### src/sv/sre_pkg.sv
package sre_pkg;

   typedef enum logic [3:0] {
      S_IDLE,
      S_EVAL,
      S_RUN0,
      S_RUN1,
      S_RUN2,
      S_FLUSH,
      S_ESC0,
      S_ESC1,
      S_ESC2,
      S_LIT
   } state_type;

   typedef enum logic [1:0] {
      MID_NONE,
      MID_LIT,
      MID_ESC
   } mid_type;

   typedef struct packed {
      logic write;
      logic shift;
   } pend_ctrl_type;

   localparam logic [1:0] CSR_ENABLE    = 2'd0;
   localparam logic [1:0] CSR_LEVEL     = 2'd1;
   localparam logic [1:0] CSR_BAND      = 2'd2;
   localparam logic [1:0] CSR_THRESHOLD = 2'd3;

   localparam logic [7:0] ESC_BYTE = 8'd0;
   localparam logic [7:0] ESC_TAIL = 8'd1;
   localparam logic [8:0] RUN_CAP  = 9'd255;

endpackage

### src/sv/sre_cell.sv
module sre_cell (
   input  logic       clock,
   input  logic       load,
   input  logic       shift,
   input  logic [7:0] load_data,
   input  logic [7:0] neighbor_data,
   output logic [7:0] value
);

   logic [7:0] value_ff;
   logic [7:0] value_in;

   always_comb begin
      value_in = value_ff;
      if (load) begin
         value_in = load_data;
      end else if (shift) begin
         value_in = neighbor_data;
      end
   end

   always_ff @(posedge clock) begin
      value_ff <= value_in;
   end

   assign value = value_ff;

endmodule

### src/sv/sre_pend_chain.sv
module sre_pend_chain #(
   parameter int PENDING_DEPTH = 15,
   localparam int IDX_W = $clog2(PENDING_DEPTH + 1)
) (
   input  logic                  clock,
   input  sre_pkg::pend_ctrl_type ctrl,
   input  logic [IDX_W-1:0]      wr_index,
   input  logic [7:0]            wr_data,
   output logic [7:0]            head_data
);

   import sre_pkg::*;

   logic [7:0] cell_value [PENDING_DEPTH];

   for (genvar i = 0; i < PENDING_DEPTH; i++) begin : g_cell
      logic [7:0] neighbor;
      logic       load;

      if (i == PENDING_DEPTH - 1) begin : g_tail
         assign neighbor = '0;
      end else begin : g_body
         assign neighbor = cell_value[i + 1];
      end

      assign load = ctrl.write && (wr_index == IDX_W'(i));

      sre_cell u_cell (
         .clock         (clock),
         .load          (load),
         .shift         (ctrl.shift),
         .load_data     (wr_data),
         .neighbor_data (neighbor),
         .value         (cell_value[i])
      );
   end

   assign head_data = cell_value[0];

endmodule

### src/sv/silence_run_length_encoder_unit.sv
// silence run-length encoder
// req channel: one 8-bit audio sample per transaction, req_tlast marks the
// last sample of a packet. rsp channel: one encoded byte per transaction,
// rsp_tuser is set on the last byte caused by an input sample, rsp_tlast
// on the final byte of a packet. csr port: write enable, register index,
// data; it is to be written only while the block is idle, which the block
// itself does not enforce. a sample is taken in S_IDLE and evaluated in
// S_EVAL, then the sequencer produces one output byte per cycle while the
// receiver takes them; a sample causes 0 to PENDING_DEPTH + 3 bytes (18 by
// default). the single output register sets the pace: one byte leaves per
// cycle while the receiver takes it. held-back samples sit in a shift
// chain of PENDING_DEPTH cells and drain from its head one byte per cycle
// while rsp is not stalled. after S_EVAL a sample's first byte goes into
// the output register and then onto rsp. reset clears the sequencer, run
// state, pending count and output valid and loads register defaults; it
// needs no clearing pass. when the receiver stalls, the current byte holds
// in the output register and the sequencer waits; req_tready stays low
// until the last byte of the burst is in the output register.
module silence_run_length_encoder_unit #(
   parameter int PENDING_DEPTH = 15
) (
   input  logic       clock,
   input  logic       reset,
   input  logic       req_tvalid,
   output logic       req_tready,
   input  logic [7:0] req_tdata,  // sample_in[7:0]
   input  logic       req_tlast,
   output logic       rsp_tvalid,
   input  logic       rsp_tready,
   output logic [7:0] rsp_tdata,  // out_byte[7:0]
   output logic       rsp_tuser,  // burst_last
   output logic       rsp_tlast,
   input  logic       csr_we,
   input  logic [1:0] csr_index,
   input  logic [7:0] csr_wdata
);

   import sre_pkg::*;

   localparam int          CNT_W   = $clog2(PENDING_DEPTH + 1);
   localparam logic [8:0]  THR_MAX = 9'(PENDING_DEPTH + 1);

   // configuration
   logic       enable_ff;
   logic [7:0] level_ff;
   logic [6:0] band_ff;
   logic [4:0] thr_ff;

   // item and state
   logic [7:0]       sample_ff;
   logic             last_ff;
   state_type        state_ff, state_in;
   logic             in_run_ff, in_run_in;
   logic [7:0]       streak_ff, streak_in;
   logic [CNT_W-1:0] count_ff, count_in;

   // plan for the current item
   logic       do_run_in;
   logic [7:0] run_val_ff, run_val_in;
   logic       do_flush_ff, do_flush_in;
   mid_type    mid_ff, mid_in;
   logic       store;
   logic       in_run_n;
   logic [7:0] streak_n;
   logic [CNT_W-1:0] count_n;

   // output register
   logic       rsp_valid_ff;
   logic [7:0] rsp_byte_ff;
   logic       rsp_burst_ff;
   logic       rsp_end_ff;

   logic          slot_free;
   logic          emit;
   logic [7:0]    emit_byte;
   logic          burst_last;
   logic [7:0]    head_data;
   pend_ctrl_type chain_ctrl;

   logic [8:0] step;
   logic [8:0] thr_eff;
   logic       inb;
   logic       zero;

   function automatic state_type mid_state(input mid_type kind);
      state_type st;
      st = S_IDLE;
      case (kind)
         MID_LIT: st = S_LIT;
         MID_ESC: st = S_ESC0;
         default: st = S_IDLE;
      endcase
      return st;
   endfunction

   assign req_tready = (state_ff == S_IDLE);
   assign slot_free  = !rsp_valid_ff || rsp_tready;

   // configuration writes
   always_ff @(posedge clock) begin
      if (reset) begin
         enable_ff <= 1'b1;
         level_ff  <= 8'd128;
         band_ff   <= 7'd2;
         thr_ff    <= 5'd4;
      end else if (csr_we) begin
         unique case (csr_index)
            CSR_ENABLE:    enable_ff <= csr_wdata[0];
            CSR_LEVEL:     level_ff  <= csr_wdata;
            CSR_BAND:      band_ff   <= csr_wdata[6:0];
            CSR_THRESHOLD: thr_ff    <= csr_wdata[4:0];
            default:       ;
         endcase
      end
   end

   // item evaluation
   always_comb begin
      step    = {1'b0, streak_ff} + 9'd1;
      thr_eff = {4'b0, thr_ff};
      if (thr_eff == 9'd0) begin
         thr_eff = 9'd1;
      end else if (thr_eff > THR_MAX) begin
         thr_eff = THR_MAX;
      end
      inb  = (({1'b0, sample_ff} + {2'b0, band_ff}) >= {1'b0, level_ff}) &&
             ({1'b0, sample_ff} <= ({1'b0, level_ff} + {2'b0, band_ff}));
      zero = (sample_ff == 8'd0);

      do_run_in   = 1'b0;
      run_val_in  = streak_ff;
      do_flush_in = 1'b0;
      mid_in      = MID_NONE;
      store       = 1'b0;
      in_run_n    = in_run_ff;
      streak_n    = streak_ff;
      count_n     = count_ff;

      if (!enable_ff) begin
         do_run_in   = in_run_ff;
         do_flush_in = !in_run_ff;
         mid_in      = MID_LIT;
         in_run_n    = 1'b0;
         streak_n    = '0;
      end else if (in_run_ff && inb) begin
         if (step >= RUN_CAP || last_ff) begin
            do_run_in  = 1'b1;
            run_val_in = step[7:0];
            in_run_n   = 1'b0;
            streak_n   = '0;
         end else begin
            streak_n = step[7:0];
         end
      end else if (in_run_ff) begin
         do_run_in = 1'b1;
         mid_in    = zero ? MID_ESC : MID_LIT;
         in_run_n  = 1'b0;
         streak_n  = '0;
      end else if (zero) begin
         do_flush_in = 1'b1;
         mid_in      = MID_ESC;
         streak_n    = '0;
      end else if (inb) begin
         if (step >= thr_eff) begin
            count_n = '0;
            if (last_ff) begin
               do_run_in  = 1'b1;
               run_val_in = step[7:0];
               streak_n   = '0;
            end else begin
               in_run_n = 1'b1;
               streak_n = step[7:0];
            end
         end else begin
            store   = 1'b1;
            count_n = count_ff + CNT_W'(1);
            if (last_ff) begin
               do_flush_in = 1'b1;
               streak_n    = '0;
            end else begin
               streak_n = step[7:0];
            end
         end
      end else begin
         do_flush_in = 1'b1;
         mid_in      = MID_LIT;
         streak_n    = '0;
      end
   end

   // next state
   always_comb begin
      state_in = state_ff;
      unique case (state_ff)
         S_IDLE: begin
            if (req_tvalid) state_in = S_EVAL;
         end
         S_EVAL: begin
            if (do_run_in) begin
               state_in = S_RUN0;
            end else if (do_flush_in && count_n != '0) begin
               state_in = S_FLUSH;
            end else begin
               state_in = mid_state(mid_in);
            end
         end
         S_RUN0: if (slot_free) state_in = S_RUN1;
         S_RUN1: if (slot_free) state_in = S_RUN2;
         S_RUN2: begin
            if (slot_free) begin
               if (do_flush_ff && count_ff != '0) begin
                  state_in = S_FLUSH;
               end else begin
                  state_in = mid_state(mid_ff);
               end
            end
         end
         S_FLUSH: begin
            if (slot_free && count_ff == CNT_W'(1)) state_in = mid_state(mid_ff);
         end
         S_ESC0: if (slot_free) state_in = S_ESC1;
         S_ESC1: if (slot_free) state_in = S_ESC2;
         S_ESC2: if (slot_free) state_in = S_IDLE;
         S_LIT:  if (slot_free) state_in = S_IDLE;
         default: state_in = S_IDLE;
      endcase
   end

   // outputs of the sequencer
   always_comb begin
      emit             = 1'b0;
      emit_byte        = sample_ff;
      chain_ctrl.write = 1'b0;
      chain_ctrl.shift = 1'b0;
      in_run_in        = in_run_ff;
      streak_in        = streak_ff;
      count_in         = count_ff;
      unique case (state_ff)
         S_EVAL: begin
            chain_ctrl.write = store;
            in_run_in        = in_run_n;
            streak_in        = streak_n;
            count_in         = count_n;
         end
         S_RUN0: begin
            emit      = slot_free;
            emit_byte = ESC_BYTE;
         end
         S_RUN1: begin
            emit      = slot_free;
            emit_byte = level_ff;
         end
         S_RUN2: begin
            emit      = slot_free;
            emit_byte = run_val_ff;
         end
         S_FLUSH: begin
            emit             = slot_free;
            emit_byte        = head_data;
            chain_ctrl.shift = slot_free;
            if (slot_free) count_in = count_ff - CNT_W'(1);
         end
         S_ESC0, S_ESC1: begin
            emit      = slot_free;
            emit_byte = ESC_BYTE;
         end
         S_ESC2: begin
            emit      = slot_free;
            emit_byte = ESC_TAIL;
         end
         S_LIT: begin
            emit      = slot_free;
            emit_byte = sample_ff;
         end
         default: ;
      endcase
      burst_last = (state_in == S_IDLE);
   end

   always_ff @(posedge clock) begin
      if (reset) begin
         state_ff     <= S_IDLE;
         in_run_ff    <= 1'b0;
         streak_ff    <= '0;
         count_ff     <= '0;
         rsp_valid_ff <= 1'b0;
      end else begin
         state_ff  <= state_in;
         in_run_ff <= in_run_in;
         streak_ff <= streak_in;
         count_ff  <= count_in;
         if (emit) begin
            rsp_valid_ff <= 1'b1;
         end else if (rsp_tready) begin
            rsp_valid_ff <= 1'b0;
         end
      end
   end

   always_ff @(posedge clock) begin
      if (req_tvalid && req_tready) begin
         sample_ff <= req_tdata;
         last_ff   <= req_tlast;
      end
      if (state_ff == S_EVAL) begin
         run_val_ff  <= run_val_in;
         do_flush_ff <= do_flush_in;
         mid_ff      <= mid_in;
      end
      if (emit) begin
         rsp_byte_ff  <= emit_byte;
         rsp_burst_ff <= burst_last;
         rsp_end_ff   <= burst_last && last_ff;
      end
   end

   sre_pend_chain #(
      .PENDING_DEPTH (PENDING_DEPTH)
   ) u_chain (
      .clock     (clock),
      .ctrl      (chain_ctrl),
      .wr_index  (count_ff),
      .wr_data   (sample_ff),
      .head_data (head_data)
   );

   assign rsp_tvalid = rsp_valid_ff;
   assign rsp_tdata  = rsp_byte_ff;
   assign rsp_tuser  = rsp_burst_ff;
   assign rsp_tlast  = rsp_end_ff;

endmodule
### config.mk
export PLATFORM = sky130hd
export DESIGN_NAME = silence_run_length_encoder_unit
export DESIGN_NICKNAME = d
export VERILOG_FILES = /design/src/sv/sre_pkg.sv /design/src/sv/sre_cell.sv /design/src/sv/sre_pend_chain.sv /design/src/sv/silence_run_length_encoder_unit.sv
export SDC_FILE = /design/constraint.sdc
export NUM_CORES = 1
export LEC_CHECK = 0
export BUFFER_PORTS_ARGS = -buffer_cell sky130_fd_sc_hd__clkbuf_2
export CAP_MARGIN = 10
export CORE_MARGIN = 1.5
export CORE_UTILIZATION = 40
export CTS_BUF_LIST = sky130_fd_sc_hd__clkbuf_8
export DETAILED_ROUTE_END_ITERATION = 8
export GPL_TIMING_DRIVEN = 0
export PLACE_DENSITY_LB_ADDON = 0.3
export SETUP_SLACK_MARGIN = 0.3
export SLEW_MARGIN = 20
export SYNTH_ARGS = -nofsm -noshare
export SYNTH_HDL_FRONTEND = slang
export SYNTH_SLANG_ARGS = --single-unit
export TNS_END_PERCENT = 20
### constraint.sdc
create_clock -name clock -period 11.9 [get_ports clock]
set_input_delay 2.38 -clock clock [delete_from_list [all_inputs] [get_ports clock]]
set_output_delay 2.38 -clock clock [all_outputs]
set_load 0.1 [all_outputs]
==> results.tsv <==
metric	value	unit
clk_latency	0.47	ns
hp-start	thr_ff[0]	
synth_nets	885	
clk_pin_slew	0.11	ns
io_pins	36	
holdBufCountCts	0	
synthCells	815	
worstSetupStartpointType	flip-flop	
hold_viol_final	0	
status	complete, no violations	
routed_wl	22280	µm
drive_gt1_share	24.20	%
final_cell_mix	edfxtp_1 (150), mux2_2 (106), nor2_1 (72)	
max_freq	0.1856	GHz
start_util	40.73	%
p_leak	4.136	nW
post_cts_resized	0	
wl_per_cell	18.50	µm
antenna_found_initial	0	
cts_tree	yes	
num_rows	57	
p_comb_share	20.8	%
die_h	160.1	µm
ys_seq_area_share	53.52	%
gp_congestion	0.8797	
hold_slack	0.5197	ns
maxCapViolCount	0	
synth_top_area_share	45.61	%
synth_edf_count	150	
synthFlopType	edfxtp_1	
dr.pass1.iters	5	
drtIter0Drc	545	
grt_usage	18.07	%
fin_worst_skew	0.02636	ns
rrSetupSlack	6.51	ns
p_sw	0.0004964	W
grt_overflow	0	
path_max_fanout	11	
core_area	24250	µm²
root_buffer	clkbuf_8	
ys_async_sr_fraction	0	%
post-route-period-util	45.28	%
rsz0062_at_grt	no	
irDropWorstVdd	0.08966	mV
clock_path_buffers	2	
whs_path_depth	2	
r2r_start	sample_ff[1]	
worstPathRequired	12.04	ns
tns	0	ns
r2r-end	u_chain.g_cell[14].u_cell.value[5]	
grt_pass1_vias	6363	
portBuffers	34	
via_per_inst	5.409	
hpwl	15980	µm
cts-buffers-inserted	17	
fin_ws	6.512	ns
antenna_left	0	
relSlewSlack	29.78	%
grt_max_degree	18	
min_to	thr_ff[0]	
synth_area	9876	µm²
period_minus_slack	5.388	ns
reg2reg_depth	21	
area_growth	9.819	%
p_int	0.001036	W
cts_sinks	189	
setup_viol	0	
clockPowerShare	28.2	%
htreeDepth	4	
yosysUniqueCellTypes	74	
ys_seq_elements	189	
n_antenna_cell	0	
max_slew.worst_pin.slew	1.045	ns
dieArea	25640	µm²
slew_viol_final	0	
final_common_cell	edfxtp_1	
endpoint_kind	flip-flop	
cts_setup_buffers	0	
powerDensity	141.3	nW/µm²
hp-class	flip-flop to flip-flop	
die_w	160.1	µm
drc	0	
yosysWarnings	0	
preCtsSetupSlack	6.506	ns
critical_path_class	flip-flop to flip-flop	
crit_start	sample_ff[1]	
syn_avg_cell_area	12.12	µm²
crit_arrival	5.52	ns
seqPwrFrac	51.1	%
netlist_top_cells_area	edfxtp_1 (46%), mux2_2 (12%), dfxtp_1 (7.9%), ha_1 (5.6%), nor2_1 (2.7%)	
grt_pass1_wl	35420	µm
synth_top_cell_by_area	edfxtp_1	
switching_share	32.39	%
via_count	6513	
final_nets	938	
## how the worst max path moves through the flow
| stage | endpoint | depth (start not counted) |
|---|---|---|
| after global routing | u_chain.g_cell[14].u_cell.value[5] | 21 |
| after floorplan | req_tready | 2 |
| final | u_chain.g_cell[14].u_cell.value[5] | 21 |
| after CTS | u_chain.g_cell[14].u_cell.value[1] | 21 |
| after global placement | u_chain.g_cell[14].u_cell.value[0] | 21 |
| after detailed placement | u_chain.g_cell[14].u_cell.value[2] | 21 |
## metal layers
layer	GRT usage, %	vias to the layer above	wire length, µm
li1	-	3141	-
met1	23.77	3164	10120
met2	29.88	169	10610
met3	3.273	39	945
met4	6.500	0	600
met5	0	-	0
## cell usage after synthesis (3+ instances only)
cell type  number
a21o_1          9
a222oi_1        7
o211ai_1        3
and2_1         16
a21oi_1        42
nand3b_1        3
or2_2           4
buf_4           5
mux2i_1        19
clkbuf_1       24
nor2b_1         4
nand4_1         7
xnor2_1        12
dfxtp_1        39
a22oi_1         9
nor4_1          4
nand3_1         8
mux2_2        106
nor3_1         11
o21bai_1        5
nand2_1        49
o22ai_1         3
nand2_2        12
xor2_1          9
mux2_1          6
or3_1           3
o21ai_0        24
and3_1          3
nand2b_1        8
a211oi_1        3
edfxtp_1      150
o31ai_1         3
inv_1          32
a31oi_1         4
ha_1           44
nor2_1         72
## cells by family (layout without fill, tap and decap cells)
| group | Yosys count | in the layout | synth area share [%] |
|---|---|---|---|
| DFF | 189 | 189 | 53.52 |
| adders and majority gates | 46 | 46 | 5.980 |
| buffers and inverters | 68 | 133 | 2.977 |
| AOI/OAI and AO/OA | 137 | 137 | 9.300 |
| and+or+nand+nor | 223 | 223 | 11.67 |
| muxes | 131 | 131 | 14.70 |
| xor gates and xnor gates | 21 | 21 | 1.862 |
## stage by stage
stage | power, W | cells | instance area, µm² | util (%)
after floorplan | 0.001022 | 815 | 9876 | -
after global placement | 0.001113 | 1173 | 10450 | 43.10
after detailed placement | 0.001115 | 1173 | 10450 | 43.10
after CTS | 0.001543 | 1204 | 10850 | 44.73
after global routing | 0.001601 | 1204 | 10850 | 44.73
final | 0.001533 | 1204 | 10850 | 44.73
## flip-flops by register name, indices dropped and copies added, names as in the netlist
name and flops:
mid_ff 2, rsp_tdata 8, do_flush_ff 1, u_chain.g_cell.u_cell.value 120
rsp_tuser 1, thr_ff 5, run_val_ff 8, band_ff 7
last_ff 1, in_run_ff 1, count_ff 4, state_ff 4
level_ff 8, rsp_tlast 1, streak_ff 8, enable_ff 1
rsp_tvalid 1, sample_ff 8
## worst max-delay path, stage by stage, from the launching register on
cell	delay [ns]
edfxtp_1	0.69
clkbuf_1	0.47
inv_1	0.16
fa_1	0.49
nor2b_4	0.14
o31a_2	0.18
nor2_1	0.05
nor2_1	0.08
nor2_1	0.05
xnor2_1	0.12
ha_1	0.29
nand4_1	0.12
a21oi_1	0.16
o31ai_1	0.12
a32o_1	0.29
buf_6	0.15
nor4_2	0.45
and2_1	0.20
buf_2	0.18
and3_1	0.17
clkbuf_2	0.19
a21o_1	0.32
## cell type report
class / instances / area [µm²]
Clock buffer: 17 / 234.0
Inverter: 32 / 120.1
Clock inverter: 14 / 160.2
Sequential cell: 189 / 5285
Buffer: 36 / 173.9
Multi-Input combinational cell: 558 / 4297
Fill cell: 2260 / 13400
Timing Repair Buffer: 34 / 170.2
Tap cell: 324 / 405.4
## power by group through the flow
stage / combinational, W / sequential (W) / clock (W)
after floorplan: 0.000188 / 0.000834 / 0
after global placement: 0.000316 / 0.000797 / 0
after detailed placement: 0.000317 / 0.000798 / 0
after CTS: 0.000319 / 0.000783 / 0.000441
after global routing: 0.000348 / 0.000788 / 0.000466
final: 0.000318 / 0.000783 / 0.000432
No activity file was read; power rests on OpenSTA's default activity.
